## src/rtl/core/stk_pkg.sv

```systemverilog
// Shared types, constants and helpers for the top-k insertion core.
// No dependencies; imported by every module of the core.
`default_nettype none

package stk_pkg;

    localparam int MAX_ENTRIES = 16;
    localparam int VAL_W       = 64;
    localparam int POS_W       = 5;
    localparam int CNT_W       = 5;
    localparam int IDX_W       = 4;
    localparam int CFG_DATA_W  = 5;

    localparam logic [POS_W-1:0] NO_POS      = POS_W'(MAX_ENTRIES);
    localparam logic [CNT_W-1:0] CNT_RESET   = CNT_W'(16);
    localparam logic [VAL_W-1:0] SIGN_BIT    = {1'b1, {(VAL_W-1){1'b0}}};

    typedef enum logic [1:0] {
        REQ_INSERT = 2'd0,
        REQ_READ   = 2'd1,
        REQ_CLEAR  = 2'd2,
        REQ_NOP    = 2'd3
    } t_req_type;

    typedef enum logic {
        CFG_KEEP_LARGEST   = 1'b0,
        CFG_ENTRIES_IN_USE = 1'b1
    } t_cfg_index;

    // Command broadcast to every cell of the row
    typedef struct packed {
        logic ins;
        logic clr;
        logic keep_largest;
    } t_cell_cmd;

    // What one cell hands to the next
    typedef struct packed {
        logic             found;
        logic [VAL_W-1:0] high;
        logic [VAL_W-1:0] low;
    } t_link;

    function automatic logic [VAL_W-1:0] sentinel_high(input logic keep_largest);
        return keep_largest ? SIGN_BIT : ~SIGN_BIT;
    endfunction

    function automatic logic [VAL_W-1:0] sentinel_low(input logic keep_largest);
        return keep_largest ? {VAL_W{1'b0}} : {VAL_W{1'b1}};
    endfunction

    // Signed 128-bit a < b
    function automatic logic less128(input logic [VAL_W-1:0] a_high,
                                     input logic [VAL_W-1:0] a_low,
                                     input logic [VAL_W-1:0] b_high,
                                     input logic [VAL_W-1:0] b_low);
        return $signed({a_high, a_low}) < $signed({b_high, b_low});
    endfunction

endpackage

`default_nettype wire

```

## src/rtl/core/stk_cell.sv

```systemverilog
// One cell of the insertion row: holds a 128-bit entry, compares it with the
// request value and passes its entry and the found flag on. Uses stk_pkg.
`default_nettype none

module stk_cell (
    input  wire                           i_clk,
    input  wire                           i_rst_n,
    input  wire stk_pkg::t_cell_cmd       i_cmd,
    input  wire                           i_in_use,
    input  wire  [stk_pkg::VAL_W-1:0]     i_value_high,
    input  wire  [stk_pkg::VAL_W-1:0]     i_value_low,
    input  wire stk_pkg::t_link           i_prev,
    output stk_pkg::t_link                o_next,
    output logic                          o_insert_here
);
    import stk_pkg::*;

    logic [VAL_W-1:0] r_high;
    logic [VAL_W-1:0] r_low;
    logic [VAL_W-1:0] n_high;
    logic [VAL_W-1:0] n_low;
    logic [VAL_W-1:0] w_a_high;
    logic [VAL_W-1:0] w_a_low;
    logic [VAL_W-1:0] w_b_high;
    logic [VAL_W-1:0] w_b_low;
    logic             w_beat;

    // Swap the operands so one comparator serves both modes
    always_comb begin
        if (i_cmd.keep_largest) begin
            w_a_high = r_high;
            w_a_low  = r_low;
            w_b_high = i_value_high;
            w_b_low  = i_value_low;
        end else begin
            w_a_high = i_value_high;
            w_a_low  = i_value_low;
            w_b_high = r_high;
            w_b_low  = r_low;
        end
        w_beat = i_in_use & less128(w_a_high, w_a_low, w_b_high, w_b_low);
    end

    assign o_insert_here = i_cmd.ins & ~i_prev.found & w_beat;
    assign o_next.found  = i_prev.found | w_beat;
    assign o_next.high   = r_high;
    assign o_next.low    = r_low;

    always_comb begin
        n_high = r_high;
        n_low  = r_low;
        if (i_cmd.clr) begin
            n_high = sentinel_high(i_cmd.keep_largest);
            n_low  = sentinel_low(i_cmd.keep_largest);
        end else if (i_cmd.ins && i_in_use) begin
            if (i_prev.found) begin
                // shift down from the neighbour
                n_high = i_prev.high;
                n_low  = i_prev.low;
            end else if (w_beat) begin
                n_high = i_value_high;
                n_low  = i_value_low;
            end
        end
    end

    always_ff @(posedge i_clk) begin
        if (!i_rst_n) begin
            r_high <= sentinel_high(1'b0);
            r_low  <= sentinel_low(1'b0);
        end else begin
            r_high <= n_high;
            r_low  <= n_low;
        end
    end

endmodule

`default_nettype wire

```

## config.mk

```make
export PLATFORM = sky130hd
export DESIGN_NAME = stk_cell
export DESIGN_NICKNAME = d
export VERILOG_FILES = /design/src/rtl/core/stk_pkg.sv /design/src/rtl/core/stk_cell.sv
export SDC_FILE = /design/constraint.sdc
export NUM_CORES = 1
export LEC_CHECK = 0
export ABC_AREA = 0
export BUFFER_PORTS_ARGS = -buffer_cell sky130_fd_sc_hd__buf_2
export CORE_ASPECT_RATIO = 1.1
export CORE_MARGIN = 2
export CORE_UTILIZATION = 35
export CTS_BUF_LIST = sky130_fd_sc_hd__clkbuf_8 sky130_fd_sc_hd__clkbuf_16
export DETAILED_ROUTE_END_ITERATION = 8
export PLACE_DENSITY = 0.63
export SYNTH_ARGS = -nofsm -noshare
export SYNTH_HDL_FRONTEND = slang
export SYNTH_SLANG_ARGS = --single-unit
```

## constraint.sdc

```tcl
create_clock -name i_clk -period 4.4 [get_ports i_clk]
set_input_delay 0.44 -clock i_clk [delete_from_list [all_inputs] [get_ports i_clk]]
set_output_delay 0.44 -clock i_clk [all_outputs]
set_load 0.05 [all_outputs]
```

Word level (Yosys, flattened, before mapping)
Index checks and enable logic that the tools add are counted.

Register bits: 128. Output and inout bits: 130. Logic and storage cells: 26.

Magnitude comparators: 1. Mux-type cells: 14. Bitwise logic cells: 5. Reductions and logical operators: 4.

Operator list (number): 64-bit two-way mux (14); 128-bit < comparator (1); 1-bit bitwise AND (3); 3-bit nonzero test (1); 2-bit AND reduction (1); 2-bit nonzero test (1); 1-bit logical AND (1); 1-bit NOT (1); 1-bit OR (1).

Longest topological paths before layout
Gate-level depths: netlist of run 1.

Depth in word-level cells: 7. Mapped depth: 17. Mapped depth without buffers: 11.

Least setup slack after synthesis of run 1
OpenSTA, ideal clock, no wires.

Path type: in2out. From: in i_cmd[0] (netlist bit). To: out o_insert_here. Arrival time: 4.361 ns. Data required time: 3.960 ns. Slack: -0.401 ns. Stages: 14. Buffers on the path: 3. Path through: clkbuf_1 > clkbuf_1 > clkbuf_1 > mux2_2 > ha_1 > a21o_1 > a21o_1 > a2111oi_2 > o21ai_1 > a22oi_2 > o211ai_2 > nor2_1 > xor2_1 > nor3_1.

Cells in the longest elaborated chain, start to end: 4.

RTL lines: start, declared (RTL line stk_cell.sv:8) `input wire stk_pkg::t_cell_cmd i_cmd,`; 64-bit two-way mux (RTL line stk_cell.sv:30) `if (i_cmd.keep_largest) begin`; 128-bit < comparator * (RTL line stk_pkg.sv:57) `return $signed({a_high, a_low}) < $signed({b_high, b_low});`; 1-bit bitwise AND * (RTL line stk_cell.sv:41) `w_beat = i_in_use & less128(w_a_high, w_a_low, w_b_high, w_b_low);`; 1-bit bitwise AND * (RTL line stk_cell.sv:44) `assign o_insert_here = i_cmd.ins & ~i_prev.found & w_beat;`; end, declared (RTL line stk_cell.sv:14) `output logic o_insert_here`.

Every way passes the cells marked *; elsewhere a longest branch is shown, timed or not.

Worst setup path in the final report of run 1
Ends and elaborated chain as after synthesis.

==> results of run 1 <==
[critical path: stages]
cell and delay [ps]:
buf_12 210, buf_12 200, buf_4 190, buf_4 170, mux2_2 350, ha_1 320, nand4_1 180, inv_1 70
a221oi_2 260, o211ai_1 230, a22oi_2 190, o211ai_2 160, nor2_1 170, xor2_1 80, buf_4 160, nor3_2 170
buf_6 180
[cell type report]
type	instances	share of cell area, %
antenna	4	0.0622
clock buffer	21	2.98
clock inverter	10	0.598
inverter	5	0.117
multi-input combinational	1110	61.5
sequential	128	15.9
tap	494	3.84
timing repair buffer	433	15.0
[cells by family after synthesis]
logic type,synth area share [%]
muxes,31.7
buffers and inverters,4.71
AOI/OAI and AO/OA,27.4
xor gates and xnor gates,0.135
DFF,19.7
adders and majority gates,12.1
and+or+nand+nor,4.26
[worst max-delay path by stage]
stage | startpoint | end | cells after the start | slack, ps
after floorplan | i_cmd[0] | o_insert_here | 14 | 4
after global placement | i_cmd[0] | o_insert_here | 15 | -20
after detailed placement | i_cmd[0] | r_low[36] | 15 | -90
after CTS | i_cmd[0] | o_insert_here | 17 | 4
after global routing | i_cmd[0] | o_next[128] | 14 | -20
final | i_cmd[0] | o_insert_here | 17 | 200
[what timing repair did]
| action | 4_1_cts | 5_1_grt |
|---|---|---|
| gates cloned | 0 | 0 |
| gates resized for setup | 1 | 10 |
| pin swaps | 0 | 1 |
| setup endpoints to repair | 2 | 2 |
[power by group through the flow]
stage / Clock, W / Sequential (W) / Combinational (W)
after floorplan: 0 / 0.00195 / 0.00130
after global placement: 0 / 0.00148 / 0.00239
after detailed placement: 0 / 0.00148 / 0.00245
after CTS: 0.00148 / 0.00146 / 0.00246
after global routing: 0.00153 / 0.00148 / 0.00268
final: 0.00144 / 0.00146 / 0.00246
[layer usage]
metal	track usage, %	vias up	wire length (um)
li1	-	5973	-
met1	26.0	5945	18100
met2	35.8	363	20200
met3	3.33	87	1980
met4	9.73	0	1590
met5	0	-	0
[sequential cells by signal (all words and copies together) (netlist names)]
register  cells
r_high       64
r_low        64
[through the flow]
step	instances	hold WS (ps)	total power [W]	setup TNS [ps]	cell area [um^2]
final	2205	389	0.00536	0	16100
after global routing	2203	434	0.00569	-35.1	16100
after CTS	2201	421	0.00539	0	16000
after detailed placement	2170	528	0.00393	-4790	15500
after global placement	2170	518	0.00387	-16.5	15500
after floorplan	1370	743	0.00325	0	13000
[Yosys cell counts, types with 12 or more instances]
cell type	instances	area, um^2
nand2_1	32	120
o21ai_0	273	1370
clkbuf_1	89	334
buf_1	20	75.1
ha_1	126	1580
a21oi_1	42	210
buf_6	15	169
nor2_1	14	52.6
a21o_1	18	135
nand3_1	12	60.1
o211ai_1	15	113
mux2i_1	127	1270
nand4_1	23	144
o211ai_2	120	1500
dfxtp_1	128	2560
mux2_2	253	2850
==> flow_metrics.env, run 1 <==
export IMPL_final_antenna_net_count=0
export IMPL_dp_slack_ps=-89.1
export IMPL_worstHoldStart="i_rst_n"
export IMPL_num_rows=74
export IMPL_place_gp_congestion=0.845
export IMPL_fillers=3652
export IMPL_worstSkewPairLatency_ps=430
export IMPL_synthCells=1370
export IMPL_postCtsSetupRepairBufs=0
export IMPL_fin_nets=2084
export IMPL_finalSetupViolations=0
export IMPL_reg2regPathDepth=12
export IMPL_numCtsBuffers=17
export IMPL_root_buffer="clkbuf_16"
export IMPL_drv_cap=0
export IMPL_hold_path_end="r_high[33]"
export IMPL_setup_ws_ps=196
export IMPL_routed_via_density=5.61
export IMPL_max_freq_ghz=0.238
export IMPL_antenna_found_initial=2
export IMPL_cp_end_kind="output port"
export IMPL_power_leakage_nw=6.99
export IMPL_worstPathRequired_ps=3960
export IMPL_clk_pin_slew_ps=60
export IMPL_gr_total_overflow=0
export IMPL_initial_core_util_pct=35.3
export IMPL_core_mm2=0.0369
export IMPL_cts_sinks=128
export IMPL_cellPowerDensity_mw_per_mm2=333
export IMPL_die_y_um=206
export IMPL_drtIter0Drc=558
export IMPL_dieArea_mm2=0.0387
export IMPL_post_route_period_util_pct=95.5
export IMPL_outcome="completed"
export IMPL_p_int_w=0.00311
export IMPL_grt_pass1_vias=12400
export IMPL_synthArstFlopShare_pct=0
export IMPL_clk_path_buf_depth=2
export IMPL_grt_max_degree=129
export IMPL_htreeDepth=4
export IMPL_wl_um=41900
export IMPL_synth_edf_count=0
export IMPL_synth_seq_cells=128
export IMPL_multi_input_comb_area_mm2=0.00990
export IMPL_cts_hold_buf=0
export IMPL_start_kind="input port"
export IMPL_swShare_pct=42.1
export IMPL_maxSlewViolCount=0
export IMPL_crit_arrival_ps=3760
export IMPL_via_count=12400
export IMPL_synthToLayoutAreaGrowth_pct=23.8
export IMPL_fin_crit_ps=4200
export IMPL_finClkSkew_ps=14.1
export IMPL_syn_avg_cell_area_um2=9.49
export IMPL_rr_startpoint="r_high[46]"
export IMPL_worstMarginPinSlew_ps=1240
export IMPL_timing_rr_end="r_low[36]"
export IMPL_relSlewSlack_pct=17.7
export IMPL_crit_fanout=32
export IMPL_p_sw_w=0.00226
export IMPL_hold_viol_final=0
export IMPL_drive_above_1_share_pct=49.7
export IMPL_wl_per_cell_um=19.0
export IMPL_reg2reg_slack_ps=620
export IMPL_die_x_um=188
export IMPL_dp_hpwl_um=30800
export IMPL_cts_tree="built"
export IMPL_min_path_cells=2
export IMPL_drc=0
export IMPL_ios=393
export IMPL_combPwrFrac_pct=45.8
export IMPL_layout_common_cells="buf_2 (386), o21ai_0 (273), mux2_2 (253)"
export IMPL_yosysWarnings=0
export IMPL_seq_power_share_pct=27.3
export IMPL_path_class="input port to output port"
export IMPL_netlist_area_mm2=0.0130
export IMPL_peakVddDrop_mv=0.253
export IMPL_power_share_clock_pct=26.9
export IMPL_track_usage_pct=21.0
export IMPL_hp_class="input port to register"
export IMPL_ff_latch_area_mm2=0.00256
export IMPL_synth_distinct_cells=45
export IMPL_synth_nets=1759
export IMPL_final_common_cell="buf_2"
export IMPL_port_buffers=392
export IMPL_ys_seq_area_share_pct=19.7
export IMPL_final_util_pct=43.7
export IMPL_grt_pass1_wl_um=65700
export IMPL_ys_flop_type="dfxtp_1"
export IMPL_dr_pass1_iters=5
(Power assumes the default switching activity.)
==> run 2: changes to the inputs <==
--- a/config.mk
+++ b/config.mk
@@ -13,6 +13,7 @@
 export CTS_BUF_LIST = sky130_fd_sc_hd__clkbuf_8 sky130_fd_sc_hd__clkbuf_16
 export DETAILED_ROUTE_END_ITERATION = 8
 export PLACE_DENSITY = 0.63
+export REMOVE_ABC_BUFFERS = 1
 export SYNTH_ARGS = -nofsm -noshare
 export SYNTH_HDL_FRONTEND = slang
 export SYNTH_SLANG_ARGS = --single-unit
==> flow_metrics.env, run 2 (synthesized netlist as in run 1, its figures left out) <==
export IMPL_outcome="completed"
export IMPL_path_class="input port to output port"
export IMPL_die_y_um=206
export IMPL_relSlewSlack_pct=28.0
export IMPL_hp_class="input port to register"
export IMPL_max_freq_ghz=0.240
export IMPL_swShare_pct=42.7
export IMPL_grt_pass1_vias=12100
export IMPL_dp_hpwl_um=30000
export IMPL_fillers=3631
export IMPL_die_x_um=188
export IMPL_cts_sinks=128
export IMPL_hold_viol_final=0
export IMPL_wl_um=42100
export IMPL_peakVddDrop_mv=0.283
export IMPL_antenna_found_initial=0
export IMPL_grt_max_degree=106
export IMPL_maxSlewViolCount=0
export IMPL_wl_per_cell_um=19.1
export IMPL_dr_pass1_iters=5
export IMPL_root_buffer="clkbuf_16"
export IMPL_grt_pass1_wl_um=65200
export IMPL_power_share_clock_pct=25.5
export IMPL_timing_rr_end="r_low[22]"
export IMPL_worstHoldStart="i_prev[48]"
export IMPL_worstSkewPairLatency_ps=460
export IMPL_postCtsSetupRepairBufs=0
export IMPL_reg2regPathDepth=13
export IMPL_rr_startpoint="r_high[46]"
export IMPL_port_buffers=392
export IMPL_dieArea_mm2=0.0387
export IMPL_num_rows=74
export IMPL_cellPowerDensity_mw_per_mm2=327
export IMPL_core_mm2=0.0369
export IMPL_drtIter0Drc=378
export IMPL_hold_path_end="r_low[48]"
export IMPL_drc=0
export IMPL_p_int_w=0.00302
export IMPL_finalSetupViolations=0
export IMPL_min_path_cells=4
export IMPL_gr_total_overflow=0
export IMPL_place_gp_congestion=0.797
export IMPL_antenna_cells=0
export IMPL_crit_arrival_ps=3730
export IMPL_p_sw_w=0.00225
export IMPL_fin_nets=2083
export IMPL_fin_cells=2197
export IMPL_via_count=12300
export IMPL_final_common_cell="buf_2"
export IMPL_drive_above_1_share_pct=49.5
export IMPL_post_route_period_util_pct=94.7
export IMPL_placed_cells=2167
export IMPL_worstMarginPinSlew_ps=1080
export IMPL_layout_common_cells="buf_2 (387), o21ai_0 (273), mux2_2 (253)"
export IMPL_start_kind="input port"
export IMPL_combPwrFrac_pct=46.9
export IMPL_drv_cap=0
export IMPL_fin_crit_ps=4170
export IMPL_finClkSkew_ps=8.91
export IMPL_reg_top3="r_high x64, r_low x64"
export IMPL_synthToLayoutAreaGrowth_pct=24.0
export IMPL_cts_tree="built"
export IMPL_track_usage_pct=21.2
export IMPL_worstPathRequired_ps=3960
export IMPL_clk_path_buf_depth=2
export IMPL_fin_setup_tns_ps=0
export IMPL_power_leakage_nw=6.98
export IMPL_initial_core_util_pct=35.3
export IMPL_final_antenna_net_count=0
export IMPL_htreeDepth=4
export IMPL_seq_power_share_pct=27.6
export IMPL_ios=393
export IMPL_reg2reg_slack_ps=800
export IMPL_routed_via_density=5.60
export IMPL_clk_pin_slew_ps=60
export IMPL_numCtsBuffers=17
export IMPL_crit_fanout=22
export IMPL_cp_end_kind="output port"
run 2: cell types whose count changed in the layout (fill, tap and decap cells not counted), sizes merged:
cell / delta
buf: -2
bufbuf: +1
bufinv: -1
clkbuf: -2
clkinvlp: +2
diode: -4
inv: -2
run 2: repair_timing:
item                       CTS  global route
hold buffers                 0             0
gates resized for setup      6             7
pin swaps                    0             1
setup endpoints to repair    2             2
gates cloned                 1             1
run 2: critical path, cell delays in order:
cell and delay [ps]:
buf_16 170, buf_16 190, mux2_2 350, ha_1 330, a21oi_1 150, o21ai_0 140
a221oi_2 450, a21oi_1 120, a211oi_1 250, buf_4 190, o22ai_1 120, nor2_1 140
xor2_1 100, buf_4 160, nor3_1 170, buf_4 230
run 2: through the flow:
stage	cell area, um^2	setup slack (ps)	total power, W	util (%)	hold WS [ps]
4_1_cts	16100	52.0	0.00532	43.6	381
5_1_grt	16100	-12.8	0.00560	43.7	407
6_report	16100	233	0.00527	43.7	412
3_3_place_gp	15500	-240	0.00388	41.9	515
2_1_floorplan	12400	-5590	0.00310	-	505
3_5_place_dp	15500	-309	0.00393	41.9	533
run 2: worst max-delay path by stage:
| stage | startpoint | to | slack, ps | cells past startpoint |
|---|---|---|---|---|
| after floorplan | r_high[49] | r_high[34] | -5590 | 11 |
| after detailed placement | i_cmd[0] | o_insert_here | -310 | 16 |
| after CTS | i_cmd[0] | o_insert_here | 50 | 16 |
| final | i_cmd[0] | o_insert_here | 230 | 16 |
| after global placement | i_cmd[0] | o_insert_here | -240 | 16 |
| after global routing | r_high[46] | o_insert_here | -10 | 13 |
run 2: power by group through the flow:
stage               sequential, W  clock [W]  combinational [W]
floorplan                 0.00195          0            0.00115
global placement          0.00147          0            0.00241
detailed placement        0.00148          0            0.00245
CTS                       0.00145    0.00138            0.00248
global route              0.00148    0.00143            0.00270
finish                    0.00146    0.00135            0.00247
run 2: layout make-up:
type / instances / area (um^2) / area share (%)
timing repair buffer: 432 / 2490 / 15.4
tap: 494 / 618 / 3.83
sequential: 128 / 2560 / 15.9
clock inverter: 9 / 73.8 / 0.458
clock buffer: 19 / 453 / 2.81
inverter: 5 / 18.8 / 0.116
multi-input combinational: 1110 / 9900 / 61.4
run 2: metal layers:
layer,up-vias,global-route usage (%),wire (um)
met3,59,4.43,2500
met4,0,7.54,1070
met2,375,37.0,20700
met5,-,0,0
li1,5970,-,-
met1,5897,25.7,17800
==> run 3: changes to the inputs <==
--- a/config.mk
+++ b/config.mk
@@ -5,14 +5,14 @@
 export SDC_FILE = /design/constraint.sdc
 export NUM_CORES = 1
 export LEC_CHECK = 0
-export ABC_AREA = 0
+export ABC_AREA = 1
 export BUFFER_PORTS_ARGS = -buffer_cell sky130_fd_sc_hd__buf_2
 export CORE_ASPECT_RATIO = 1.1
 export CORE_MARGIN = 2
 export CORE_UTILIZATION = 35
 export CTS_BUF_LIST = sky130_fd_sc_hd__clkbuf_8 sky130_fd_sc_hd__clkbuf_16
 export DETAILED_ROUTE_END_ITERATION = 8
-export PLACE_DENSITY = 0.63
+export PLACE_DENSITY = 0.64
 export REMOVE_ABC_BUFFERS = 1
 export SYNTH_ARGS = -nofsm -noshare
 export SYNTH_HDL_FRONTEND = slang
==> flow_metrics.env, run 3 <==
export IMPL_finalSetupViolations=0
export IMPL_setup_ws_ps=584
export IMPL_synthTopCellsByCount="nand2_1 (596), o21ai_0 (529), nand3_1 (269), inv_1 (160), dfxtp_1 (128)"
export IMPL_htreeDepth=4
export IMPL_synthArstFlopShare_pct=0
export IMPL_cp_cell_sequence="buf_8 -> buf_12 -> o21ai_0 -> ha_1 -> a21oi_1 -> nor2_1 -> a211oi_1 -> nand2_1 -> nand2_1 -> nand2_1 -> nand2_1 -> nand2_1 -> nand2_1 -> nand2_1 -> nand2_1 -> nand2_1 -> nand2_1 -> nand3_2 -> nor2_1 -> buf_2"
export IMPL_fillers=3715
export IMPL_worstMarginPinSlew_ps=1060
export IMPL_cp_top_family="simple AND/OR/NAND/NOR gates"
export IMPL_hold_viol_final=0
export IMPL_reg2regPathDepth=19
export IMPL_synth_edf_count=0
export IMPL_wl_per_cell_um=15.0
export IMPL_dp_slack_ps=521
export IMPL_fin_nets=2765
export IMPL_core_mm2=0.0350
export IMPL_peakVddDrop_mv=0.257
export IMPL_track_usage_pct=22.6
export IMPL_crit_arrival_ps=3380
export IMPL_drive_above_1_share_pct=19.2
export IMPL_multi_input_comb_area_mm2=0.00853
export IMPL_max_stage_delay_ps=420
export IMPL_cts_resized_gates=0
export IMPL_root_buffer="clkbuf_16"
export IMPL_finClkSkew_ps=11.6
export IMPL_crit_cells=20
export IMPL_grt_max_degree=98
export IMPL_crit_path_frequent_cell="nand2_1"
export IMPL_drtIter0Drc=940
export IMPL_rr_startpoint="r_low[53]"
export IMPL_layout_common_cells="nand2_1 (594), o21ai_0 (529), buf_2 (389)"
export IMPL_path_class="input port to output port"
export IMPL_cts_hold_buf=0
export IMPL_initial_core_util_pct=35.3
export IMPL_grt_pass1_wl_um=67800
export IMPL_ff_latch_area_mm2=0.00256
export IMPL_fin_cells=2835
export IMPL_yosysTopAreaCell="o21ai_0"
export IMPL_synth_most_common_cell="nand2_1"
export IMPL_port_buffers=392
export IMPL_cp_startpoint="i_cmd[0]"
export IMPL_yosysWarnings=0
export IMPL_fin_setup_tns_ps=0
export IMPL_dieArea_mm2=0.0369
export IMPL_place_gp_congestion=0.839
export IMPL_final_antenna_net_count=0
export IMPL_fin_crit_ps=3820
export IMPL_grt_pass1_vias=13600
export IMPL_start_kind="input port"
export IMPL_clk_path_buf_depth=2
export IMPL_ys_seq_area_share_pct=20.7
export IMPL_netlist_area_mm2=0.0124
export IMPL_drv_cap=0
export IMPL_hp_class="input port to register"
export IMPL_cts_tree="built"
export IMPL_worstHoldStart="i_prev[119]"
export IMPL_min_path_cells=5
export IMPL_reg_top3="r_high x64, r_low x64"
export IMPL_rsz0062_at_grt="no"
export IMPL_holdWs_ps=465
export IMPL_cp_end_kind="output port"
export IMPL_reg2reg_slack_ps=1280
export IMPL_final_common_cell="nand2_1"
export IMPL_ios=393
export IMPL_hold_path_end="r_high[55]"
export IMPL_outcome="completed"
export IMPL_die_x_um=183
export IMPL_worstSkewPairLatency_ps=430
export IMPL_relSlewSlack_pct=29.5
export IMPL_crit_slowest_cell="buf_8"
export IMPL_synth_seq_cells=128
export IMPL_post_route_period_util_pct=86.7
export IMPL_dp_hpwl_um=31000
export IMPL_synthToLayoutAreaGrowth_pct=23.0
export IMPL_num_rows=72
export IMPL_yosysTopAreaCellShare_pct=21.4
export IMPL_numCtsBuffers=17
export IMPL_antenna_found_initial=2
export IMPL_wl_um=42500
export IMPL_cellPowerDensity_mw_per_mm2=327
export IMPL_placed_cells=2801
export IMPL_dr_pass1_iters=5
export IMPL_final_util_pct=43.5
export IMPL_via_count=14900
export IMPL_synthCells=2104
export IMPL_gr_total_overflow=0
export IMPL_maxSlewViolCount=0
export IMPL_cp_num_buf_inv=3
export IMPL_clk_pin_slew_ps=60
export IMPL_crit_fanout=94
export IMPL_drc=0
export IMPL_cts_sinks=128
export IMPL_ys_flop_type="dfxtp_1"
export IMPL_power_leakage_nw=7.89
export IMPL_syn_avg_cell_area_um2=5.88
export IMPL_routed_via_density=5.25
export IMPL_synth_area_leaders="o21ai_0 (21%), dfxtp_1 (21%), nand2_1 (18%), ha_1 (13%), nand3_1 (11%)"
export IMPL_worstPathRequired_ps=3960
export IMPL_postCtsSetupRepairBufs=0
export IMPL_synth_distinct_cells=30
export IMPL_max_freq_ghz=0.262
export IMPL_timing_rr_end="r_low[51]"
export IMPL_die_y_um=201
run 3: cell count changes in the layout (fill, tap and decap cells not counted), moves of 10 or more:
cell      previous run  this run
a21o_1              17         1
mux2_2             253         0
a21oi_1             42        67
o211ai_1            15         4
inv_1                8       161
o21ai_0            273       529
o211ai_2           120         0
nand4_1             23        13
nand3_1             12       269
mux2i_1            127         0
nand2_1             31       594
buf_4               29        19
run 3: worst max path at each step:
stage                          endpoint  slack [ps]
after detailed placement      r_low[51]         520
after global routing      o_insert_here         210
after CTS                 o_insert_here         550
after global placement        r_low[51]         600
final                     o_insert_here         580
after floorplan             o_next[128]        -780
run 3: kinds of logic after synthesis:
| family | after synthesis | share of synthesized area (%) |
|---|---|---|
| simple gates | 912 | 31.0 |
| fa+ha+maj | 126 | 12.7 |
| flops | 128 | 20.7 |
| compound gates | 610 | 24.9 |
| buf+inv | 328 | 10.6 |
run 3: worst register-to-register path: stages, from the launching register on:
cell	delay, ps
dfxtp_1	390
o21ai_0	130
ha_1	320
a21oi_1	150
nor2_1	50
a211oi_1	290
a21oi_1	110
nor2_1	160
nand2_1	80
inv_1	70
nand2_1	120
nand2_1	110
nand2_1	50
nand2_1	70
nand3_2	120
nand2_4	140
nand2_4	80
buf_12	230
nand2_1	230
nand3_1	90
run 3: area by class of cell:
| class | count | area share [%] |
|---|---|---|
| inverter | 161 | 4.00 |
| clock buffer | 21 | 3.16 |
| antenna | 2 | 0.0329 |
| multi-input combinational | 1648 | 56.0 |
| sequential | 128 | 16.8 |
| clock inverter | 11 | 1.06 |
| tap | 444 | 3.65 |
| timing repair buffer | 420 | 15.3 |
run 3: per-stage QoR:
| stage | power [W] | cell area (um^2) |
|---|---|---|
| finish | 0.00498 | 15200 |
| global placement | 0.00336 | 14600 |
| CTS | 0.00502 | 15200 |
| floorplan | 0.00275 | 11700 |
| detailed placement | 0.00341 | 14600 |
| global route | 0.00532 | 15200 |
run 3: per-layer routing:
metal  wire, um  vias up  GRT usage, %
li1           -     7633             -
met1      18600     6685          28.5
met2      19900      528          38.7
met3       3160       51          4.52
met4        878        0          6.77
met5          0        -             0
run 3: where the power goes:
part | switching (W) | internal [W]
clock network | 0.000586 | 0.00101
registers | 0.000135 | 0.00129
logic | 0.00134 | 0.000628
total | 0.00206 | 0.00292
